`src/imuf_pkg.sv`:
```
// Shared types and constants for the up-vector complementary filter.
package imuf_pkg;

	// Configuration register indexes
	localparam logic [1:0] CFG_FILTER_RATE = 2'd0;
	localparam logic [1:0] CFG_WINDOW_LOW  = 2'd1;
	localparam logic [1:0] CFG_WINDOW_HIGH = 2'd2;

	localparam logic [23:0] FILTER_RATE_RESET = 24'd81920;
	localparam logic [30:0] WINDOW_LOW_RESET  = 31'd524288;
	localparam logic [30:0] WINDOW_HIGH_RESET = 31'd786432;

	// Square root runs one result bit per cycle over a 64-bit radicand
	localparam int unsigned SQRT_STEPS = 32;

	typedef enum logic [4:0] {
		OP_YAW_X, OP_YAW_Y, OP_YAW_Z, OP_YAW_DT,
		OP_CX_A, OP_CX_B, OP_WX_DT,
		OP_CY_A, OP_CY_B, OP_WY_DT,
		OP_CZ_A, OP_CZ_B, OP_WZ_DT,
		OP_SQ_X, OP_SQ_Y, OP_SQ_Z, OP_LO2, OP_HI2,
		OP_CE_X, OP_CD_X, OP_CE_Y, OP_CD_Y, OP_CE_Z, OP_CD_Z,
		OP_M_X, OP_M_Y, OP_M_Z,
		OP_G_X, OP_G_Y, OP_G_Z
	} op_t;

	typedef enum logic [2:0] {
		ST_IDLE, ST_MUL, ST_WINDOW, ST_SQRT, ST_DIV_INIT, ST_DIV, ST_GAIN, ST_FINISH
	} state_t;

	typedef struct packed {
		logic [31:0] gyro_x;
		logic [31:0] gyro_y;
		logic [31:0] gyro_z;
		logic [31:0] accel_x;
		logic [31:0] accel_y;
		logic [31:0] accel_z;
		logic [23:0] time_step;
	} item_t;

	typedef struct packed {
		logic [31:0] up_x_out;
		logic [31:0] up_y_out;
		logic [31:0] up_z_out;
		logic [31:0] yaw_angle_out;
		logic        accel_used;
	} result_t;

	typedef struct packed {
		logic [23:0] filter_rate;
		logic [30:0] accel_window_low;
		logic [30:0] accel_window_high;
	} cfg_t;

	typedef struct packed {
		op_t  op;
		logic start;
		logic load;
		logic mlo;
		logic mhi;
		logic wb;
		logic win;
		logic sq_init;
		logic sq_step;
		logic div_init;
		logic div_step;
		logic gain;
		logic commit;
	} cmd_t;

	typedef struct packed {
		logic used;
		logic unit;
	} stat_t;

endpackage

```
`src/imuf_ctrl.sv`:
```
// Sequencer for the filter datapath: multiply micro-ops, square root and divides.
module imuf_ctrl #(
	parameter int unsigned UP_FRACTION_BITS = 30
) (
	input  logic            clk,
	input  logic            arst_n,
	input  logic            in_valid,
	output logic            in_ready,
	output logic            out_valid,
	input  logic            out_ready,
	input  imuf_pkg::stat_t stat,
	output imuf_pkg::cmd_t  cmd
);
	import imuf_pkg::*;

	localparam logic [4:0] DIV_LAST  = 5'(UP_FRACTION_BITS);
	localparam logic [4:0] SQRT_LAST = 5'(SQRT_STEPS - 1);

	state_t     state_q, state_d;
	op_t        op_q, op_d;
	logic [1:0] phase_q, phase_d;
	logic [4:0] cnt_q, cnt_d;
	logic       valid_q, valid_d;

	always_ff @(posedge clk or negedge arst_n) begin
		if (!arst_n) begin
			state_q <= ST_IDLE;
			op_q    <= OP_YAW_X;
			phase_q <= '0;
			cnt_q   <= '0;
			valid_q <= 1'b0;
		end else begin
			state_q <= state_d;
			op_q    <= op_d;
			phase_q <= phase_d;
			cnt_q   <= cnt_d;
			valid_q <= valid_d;
		end
	end

	always_comb begin
		state_d = state_q;
		op_d    = op_q;
		phase_d = phase_q;
		cnt_d   = cnt_q;
		valid_d = valid_q && !out_ready;
		cmd     = '0;
		cmd.op  = op_q;
		case (state_q)
			ST_IDLE: begin
				if (in_valid) begin
					cmd.start = 1'b1;
					op_d      = OP_YAW_X;
					phase_d   = '0;
					state_d   = ST_MUL;
				end
			end
			ST_MUL: begin
				phase_d = phase_q + 2'd1;
				case (phase_q)
					2'd0: cmd.load = 1'b1;
					2'd1: cmd.mlo  = 1'b1;
					2'd2: cmd.mhi  = 1'b1;
					default: begin
						cmd.wb = 1'b1;
						case (op_q)
							OP_HI2: state_d = ST_WINDOW;
							OP_CD_X, OP_CD_Y: begin
								op_d    = op_t'(op_q + 5'd1);
								state_d = ST_DIV_INIT;
							end
							OP_M_Z: state_d = ST_GAIN;
							OP_G_Z: state_d = ST_FINISH;
							default: op_d = op_t'(op_q + 5'd1);
						endcase
					end
				endcase
			end
			ST_WINDOW: begin
				cmd.win = 1'b1;
				phase_d = '0;
				cnt_d   = '0;
				if (stat.used) begin
					cmd.sq_init = 1'b1;
					op_d        = OP_CE_X;
					state_d     = ST_SQRT;
				end else begin
					op_d    = OP_M_X;
					state_d = ST_MUL;
				end
			end
			ST_SQRT: begin
				cmd.sq_step = 1'b1;
				cnt_d       = cnt_q + 5'd1;
				if (cnt_q == SQRT_LAST) begin
					state_d = ST_DIV_INIT;
				end
			end
			ST_DIV_INIT: begin
				cmd.div_init = 1'b1;
				cnt_d        = '0;
				state_d      = ST_DIV;
			end
			ST_DIV: begin
				cmd.div_step = 1'b1;
				cnt_d        = cnt_q + 5'd1;
				if (cnt_q == DIV_LAST) begin
					phase_d = '0;
					state_d = ST_MUL;
				end
			end
			ST_GAIN: begin
				phase_d = '0;
				if (stat.unit) begin
					state_d = ST_FINISH;
				end else begin
					cmd.gain = 1'b1;
					op_d     = OP_G_X;
					state_d  = ST_MUL;
				end
			end
			ST_FINISH: begin
				// hold while the previous result still sits unclaimed
				if (!(valid_q && !out_ready)) begin
					cmd.commit = 1'b1;
					valid_d    = 1'b1;
					state_d    = ST_IDLE;
				end
			end
			default: state_d = ST_IDLE;
		endcase
	end

	assign in_ready  = (state_q == ST_IDLE);
	assign out_valid = valid_q;

endmodule

```
`config.mk`:
```
export PLATFORM = sky130hd
export DESIGN_NAME = imuf_ctrl
export DESIGN_NICKNAME = d
export VERILOG_FILES = /design/src/imuf_pkg.sv /design/src/imuf_ctrl.sv
export SDC_FILE = /design/constraint.sdc
export NUM_CORES = 1
export LEC_CHECK = 0
export BUFFER_PORTS_ARGS = -buffer_cell sky130_fd_sc_hd__buf_2
export CORE_ASPECT_RATIO = 0.75
export CORE_MARGIN = 2
export CORE_UTILIZATION = 59
export DETAILED_ROUTE_END_ITERATION = 6
export HOLD_SLACK_MARGIN = 0.08
export PLACE_DENSITY = 0.85
export SYNTH_ARGS = -nofsm -noshare
export SYNTH_HDL_FRONTEND = slang
export SYNTH_SLANG_ARGS = --single-unit
```
`constraint.sdc`:
```
create_clock -name clk -period 3.7 [get_ports clk]
set_clock_uncertainty 0.15 [all_clocks]
set_input_delay 0.925 -clock clk [delete_from_list [all_inputs] [get_ports clk]]
set_output_delay 0.925 -clock clk [all_outputs]
set_load 0.05 [all_outputs]
```
# After elaboration in Yosys (flattened, before gate mapping)
# Index checks and enable logic that the tools add are counted.
# word_totals
regBits,16
latch_bits,0
ramBits,0
mem_bits_ro,0
input_bits,6
output_inout_bits,19
wordCells,84
mem_count,0
# classes
n_addsub,3
n_mul,0
div_mod_pow,0
order_cmp,0
eq_ne,24
n_shift,0
muxes,36
bitwise_logic,0
reduce_logical,16
# op_table
operator,count
$eq 5x5->1 const B,7
$pmux 3 s8,1
$mux 5,4
$pmux 5 s4,1
$mux 3,6
$mux 1,15
$ne 2x2->1 const B,7
$eq 3x3->1 const B,4
$pmux 3 s4,1
$add 5x1->5 const B,2
$pmux 5 s2,1
$mux 2,4
$mux 4,2
$pmux 2 s4,1
$reduce_bool 4->1,2
$reduce_or 2->1,4
$eq 3x2->1 const B,2
$reduce_and 6->1,1
$reduce_or 3->1,2
$ne 5x1->1 const B,1
$reduce_and 5->1,1
$eq 3x1->1 const B,1
$logic_not 3->1,1
$reduce_and 3->1,1
other kinds (7),7

# Logic depth before layout (Yosys ltp)
# Gate-level depths: netlist (run 1).
# logic_depth
depth_word,5
depth_mapped,7
mapped_depth_nobuf,7

# Worst setup path before layout (run 1)
# OpenSTA, ideal clock, no wires.
# synth_path
kind,register to output
from,register state_q[2]
to,output cmd[11] (netlist name)
arrival_ps,2460
required_ps,2625
slack_ps,165
path_stages_with_launch,5
cell_sequence,dfrtp_1 buf_2 clkbuf_1 nor3_1 and2_1
# synth_lines
element,line_no,text
"start, declared",imuf_ctrl.sv:19,"state_t state_q, state_d;"
"start signal, assigned",imuf_ctrl.sv:33,state_q <= state_d;
"end, declared",imuf_ctrl.sv:12,output imuf_pkg::cmd_t cmd

==> flow_summary.toml, run 1 <==
[status]
status = "finished clean"

[final_layout]
multiInputGateArea_um2 = 798
antenna_cells = 0
design_area_um2 = 1420
drive_gt1_share_pct = 24.2
final_util_pct = 69.9
seqCellArea_um2 = 400
syn_to_final_growth_pct = 11.2
nFillCells = 169
num-nets-final = 183

[logic_synthesis]
synth-edff-count = 0
syn_area_um2 = 1280
yosysUniqueCellTypes = 45
ys_warn_count = 0
synth_top_area_share_pct = 31.3
syn_nets = 161
synth_most_common_cell = "dfrtp_1"
postSynthCellCount = 145
yosys-top-cells-area = "dfrtp_1 (31%), ha_1 (9.8%), mux2_1 (3.5%), nand2_1 (3.5%), inv_1 (3.2%)"
ys_seq_elements = 16
synth_area_leader_cell = "dfrtp_1"
synth_area_per_cell_um2 = 8.81
synth_common_cells = "dfrtp_1 (16), nand2_1 (12), inv_1 (11), nor2_1 (11), ha_1 (10)"
synth-main-ff-cell = "dfrtp_1"
seq_area_frac_synth_pct = 31.3
async_reset_ff_share_pct = 100

[critical_path]
rr_worst_depth = 3
critical_path_class = "reg -> out"
crit_fanout = 19
cp_top_family = "simple AND/OR/NAND/NOR gates"
r2r-start = "state_q[0]"
critPathLaunchType = "register"
cp_slowest_cell = "dfrtp_1"
crit_buf_inv = 1
rr_endpoint = "op_q[0]"
critPathMaxStageDelay_ps = 710
crit_arrival_ps = 2080
endpoint_kind = "primary output"
worst-path-stages = 3
crit_chain = "nor3b_2, and2_1, buf_2"
required_ps = 2620
reg2reg_slack_ps = 1550

[clocking]
clk_pin_slew_ps = 90
clk_path_buf_depth = 2
h-tree-depth = 1
cts-buffers-inserted = 3
insertion_delay_ps = 290
ctsHoldBuffers = 0
cts_setup_buffers = 0
clkSinkCount = 16
cts_tree = "yes"
clockRootBuffer = "clkbuf_4"
cts_resized = 0

[die]
start_util_pct = 62.9
io_pins = 25
die_y_um = 44.3
die_x_um = 57.7
rows = 14
dieArea_um2 = 2560
core_region_area_um2 = 2030

[detailed_routing]
drtIter0Drc = 52
drt.antenna.violating_nets = 0
route.vias.total = 1131
drtPass1Iterations = 4
totalWireLength_um = 2710
wl_per_cell_um = 14.3
drc_errors = 0
avgViaCountPerCell = 5.98

[grt]
antenna_found_initial = 0
grt_usage_pct = 23.3
grt_pass1_wl_um = 4560
grt_max_degree = 22
grt_pass1_vias = 1018
grt_overflow = 0

[place]
place_ws_ps = 881
hpwl_um = 2010
placed_area_um2 = 1400
numPortBuffers = 24
place_congestion = 0.866

[flow_run]
maxCapViolCount = 0

[sta]
final.min_clock_period_ps = 3160
hold_slack_ps = 388
min_period_over_period_pct = 85.3
setup_viol = 0
hold_violations = 0
maxSlewViolCount = 0
max-slew-margin-rel_pct = 61.0
setup_ws_ps = 545
rsz0062_at_grt = "false"
fin_tns_setup_ps = 0
worst_slew_pin_slew_ps = 583
fmax_mhz = 317

[power]
peakVddDrop_uv = 550
leakage_nw = 0.708
power.density_nw_per_um2 = 821

[min_path]
hold_path.class = "in -> async"
[through the flow]
stage	cells	power, mW
finish	189	1.17
global route	189	1.25
CTS	189	1.17
detailed placement	186	1.07
global placement	186	1.04
floorplan	145	0.929
[cell families (layout without fill, tap and decap cells)]
logic type	after synthesis	in the layout	share of synthesized area [%]
AOI/OAI and AO/OA	34	34	19.6
xor gates and xnor gates	4	4	3.33
adders and majority gates	10	10	9.79
buffers and inverters	19	39	6.17
DFF	16	16	31.3
muxes	8	8	6.86
and+or+nand+nor	54	54	22.9
[worst reg2reg max path, stage by stage, from the launching register on]
cell	delay, ps
dfrtp_1	710
nor3b_2	610
a21oi_2	200
mux2_1	360
[layout make-up]
class | instances | share of cell area (%)
clock buffer | 3 | 1.59
multi-input combinational | 110 | 56.2
inverter | 11 | 2.91
tap | 24 | 2.11
sequential | 16 | 28.2
timing repair buffer | 25 | 8.99
[power by group]
part           leakage, nW  switching, mW  internal, mW  total (mW)
combinational        0.493          0.479         0.255       0.734
sequential           0.201          0.103         0.235       0.338
clock               0.0138         0.0553        0.0378      0.0931
[sequential cells by signal, summed over array words and instances (netlist names)]
register and cells:
cnt_q 5, phase_q 2, op_q 5, out_valid 1, state_q 3
[cell usage in the layout, fill, tap and decap left out, types with 2 or more instances in the layout]
cell type,Yosys,final
o21ai_1,4,4
a21oi_1,5,5
mux2i_1,2,2
nor3_1,3,3
and3b_1,2,2
nor2_1,11,11
inv_1,11,11
nand3_1,6,6
nand2b_1,3,3
nor3b_1,2,2
clkbuf_4,0,3
o31ai_1,2,2
a31oi_1,3,3
buf_2,6,24
nand2_1,12,12
mux2_2,2,2
dfrtp_1,16,16
nor2b_1,2,2
ha_1,10,10
a22o_1,2,2
mux2_1,4,4
and2_1,5,5
o21ai_0,8,8
xnor2_1,2,2
[layer usage]
| metal | GRT usage [%] | vias to the layer above | share of wire (%) |
|---|---|---|---|
| met3 | 6.73 | 2 | 8.2 |
| met4 | 5.58 | 0 | 0.48 |
| met2 | 36.8 | 50 | 45 |
| met1 | 32.0 | 535 | 46 |
| met5 | 0 | - | 0 |
| li1 | - | 544 | - |
[worst max-delay path by stage]
stage	startpoint	to	slack, ps
floorplan	state_q[2]	cmd[11]	160
global placement	state_q[0]	cmd[8]	1000
detailed placement	state_q[0]	cmd[10]	880
CTS	state_q[0]	cmd[10]	550
global route	state_q[0]	cmd[10]	370
finish	state_q[0]	cmd[10]	540
Power figures use the tool's default switching activity.
==> run 2: changes to the inputs <==
--- a/config.mk
+++ b/config.mk
@@ -5,13 +5,15 @@
 export SDC_FILE = /design/constraint.sdc
 export NUM_CORES = 1
 export LEC_CHECK = 0
+export ABC_AREA = 1
+export ABC_CLOCK_PERIOD_IN_PS = 3700
 export BUFFER_PORTS_ARGS = -buffer_cell sky130_fd_sc_hd__buf_2
 export CORE_ASPECT_RATIO = 0.75
 export CORE_MARGIN = 2
 export CORE_UTILIZATION = 59
 export DETAILED_ROUTE_END_ITERATION = 6
 export HOLD_SLACK_MARGIN = 0.08
-export PLACE_DENSITY = 0.85
+export PLACE_DENSITY = 0.84
 export SYNTH_ARGS = -nofsm -noshare
 export SYNTH_HDL_FRONTEND = slang
 export SYNTH_SLANG_ARGS = --single-unit
==> run 2 against run 1 <==
Effect of this change:
- combinational power is 14% higher
- sequential power is 1% lower
- maximum frequency is 9.7% higher
- utilization is 2.9 points higher
- non-clock buffer count is 1 lower
- power is 10% higher
- register-to-register slack better by 360 ps
- clock power is 28% higher
==> flow_summary.toml, run 2 <==
[flow_run]
maxCapViolCount = 0

[logic_synthesis]
synthAdderAreaFrac_pct = 9.50
ys_seq_elements = 16
synth-simple-area-share_pct = 40.2
syn_area_um2 = 1320
seq_area_frac_synth_pct = 30.4
async_reset_ff_share_pct = 100
yosys-top-cells-area = "dfrtp_1 (30%), nand2_1 (15%), ha_1 (9.5%), nand3_1 (9.5%), inv_1 (8.8%)"
ys_warn_count = 0
synth_most_common_cell = "nand2_1"
synth_area_leader_cell = "dfrtp_1"
syn_nets = 210
muxShareOfSynthArea_pct = 0
synth_top_area_share_pct = 30.4
postSynthCellCount = 194
synth_area_per_cell_um2 = 6.79
synth_common_cells = "nand2_1 (52), inv_1 (31), nand3_1 (25)"
yosysUniqueCellTypes = 26
synth-edff-count = 0
synth-compound-area-share_pct = 7.41
synth-xor-area-share_pct = 1.99
synth_top_family_by_area = "simple AND/OR/NAND/NOR gates"
synth-main-ff-cell = "dfrtp_1"

[sta]
min_period_over_period_pct = 77.8
maxSlewViolCount = 0
max-slew-margin-rel_pct = 61.3
setup_viol = 0
fin_tns_setup_ps = 0
fmax_mhz = 348
worst_slew_pin_slew_ps = 581
final.min_clock_period_ps = 2880
hold_violations = 0
rsz0062_at_grt = "false"

[detailed_routing]
route.vias.total = 1339
drtIter0Drc = 75
totalWireLength_um = 3110
wl_per_cell_um = 12.7
drc_errors = 0
drtPass1Iterations = 4
avgViaCountPerCell = 5.47
drt.antenna.violating_nets = 0

[final_layout]
top_regs = "cnt_q (5), op_q (5), state_q (3)"
antenna_cells = 0
syn_to_final_growth_pct = 13.3
final_util_pct = 72.8
drive_gt1_share_pct = 21.7
final_cell_mix = "nand2_1 (52), inv_1 (31), nand3_1 (25)"
layout_commonest_cell = "nand2_1"
num-nets-final = 238

[critical_path]
r2r-start = "state_q[2]"
critPathLaunchType = "register"
rr_worst_depth = 8
endpoint_kind = "primary output"
crit_fanout = 15
required_ps = 2620
crit_arrival_ps = 1800
critical_path_class = "reg -> out"
rr_endpoint = "state_q[2]"
reg2reg_slack_ps = 1910

[clocking]
clkSinkCount = 16
clk_pin_slew_ps = 100
h-tree-depth = 1
cts_setup_buffers = 0
insertion_delay_ps = 290
clockRootBuffer = "clkbuf_4"
cts-buffers-inserted = 3
clk_path_buf_depth = 2
ctsHoldBuffers = 0
cts_tree = "yes"
cts_resized = 0

[place]
numPortBuffers = 24
place_congestion = 0.889
hpwl_um = 2400

[die]
rows = 14
start_util_pct = 64.3
core_region_area_um2 = 2050
die_x_um = 58.6
io_pins = 25
die_y_um = 44.9
dieArea_um2 = 2630

[grt]
grt_pass1_wl_um = 4930
grt_max_degree = 17
grt_pass1_vias = 1179
grt_usage_pct = 25.0
antenna_found_initial = 0
grt_overflow = 0

[status]
status = "finished clean"

[min_path]
hold_path.class = "in -> async"

[power]
leakage_nw = 0.905
finalPower_mw = 1.29
peakVddDrop_uv = 698
power.density_nw_per_um2 = 862
==> run 2: worst max-delay path, cell delays in order (launching register included) <==
cell and delay, ps:
dfrtp_1 730, inv_1 170, nor2_1 200, inv_1 70, nor2_1 80, buf_2 260
==> run 2: metal layers <==
layer	up-vias	routed length [um]	global-route usage (%)
met4	0	7	5.58
li1	666	-	-
met3	2	245	6.02
met1	617	1320	31.1
met2	54	1540	44.3
met5	-	0	0
==> run 2: worst max-delay path by stage <==
stage                     startpoint       to  slack [ps]  cells after the start
after floorplan             in_valid  cmd[11]         560                      2
after global placement      in_valid  cmd[11]        1140                      4
after detailed placement    in_valid  cmd[11]        1110                      4
after CTS                 state_q[2]   cmd[0]         840                      5
after global routing      state_q[2]   cmd[0]         720                      5
final                     state_q[2]   cmd[0]         820                      5
==> run 2: where the power goes <==
group          total [mW]  switching [mW]  internal [mW]  leakage [nW]
registers           0.333           0.103          0.230         0.214
clock network       0.119          0.0587         0.0599        0.0210
logic               0.835           0.607          0.228         0.670
total                1.29           0.769          0.518         0.905
==> run 2: metrics by stage <==
stage                     cells  hold slack [ps]  worst slack, ps  cell area [um^2]
final                       245              386              823              1490
after global routing        245              395              715              1490
after CTS                   245              389              840              1490
after detailed placement    241              380             1110              1460
after global placement      241              371             1140              1460
after floorplan             194              341              558              1320
==> run 2: kinds of logic after synthesis <==
logic type                 count (synthesis)
xor gates and xnor gates                   3
buffers and inverters                     35
and+or+nand+nor                          114
AOI/OAI and AO/OA                         16
adders and majority gates                 10
DFF                                       16
==> run 2: final cells by class <==
class,instances,area [um^2]
inverter,34,128
sequential,16,400
multi-input combinational,143,778
timing repair buffer,24,120
fill,179,557
clock buffer,4,36.3
tap,24,30.0
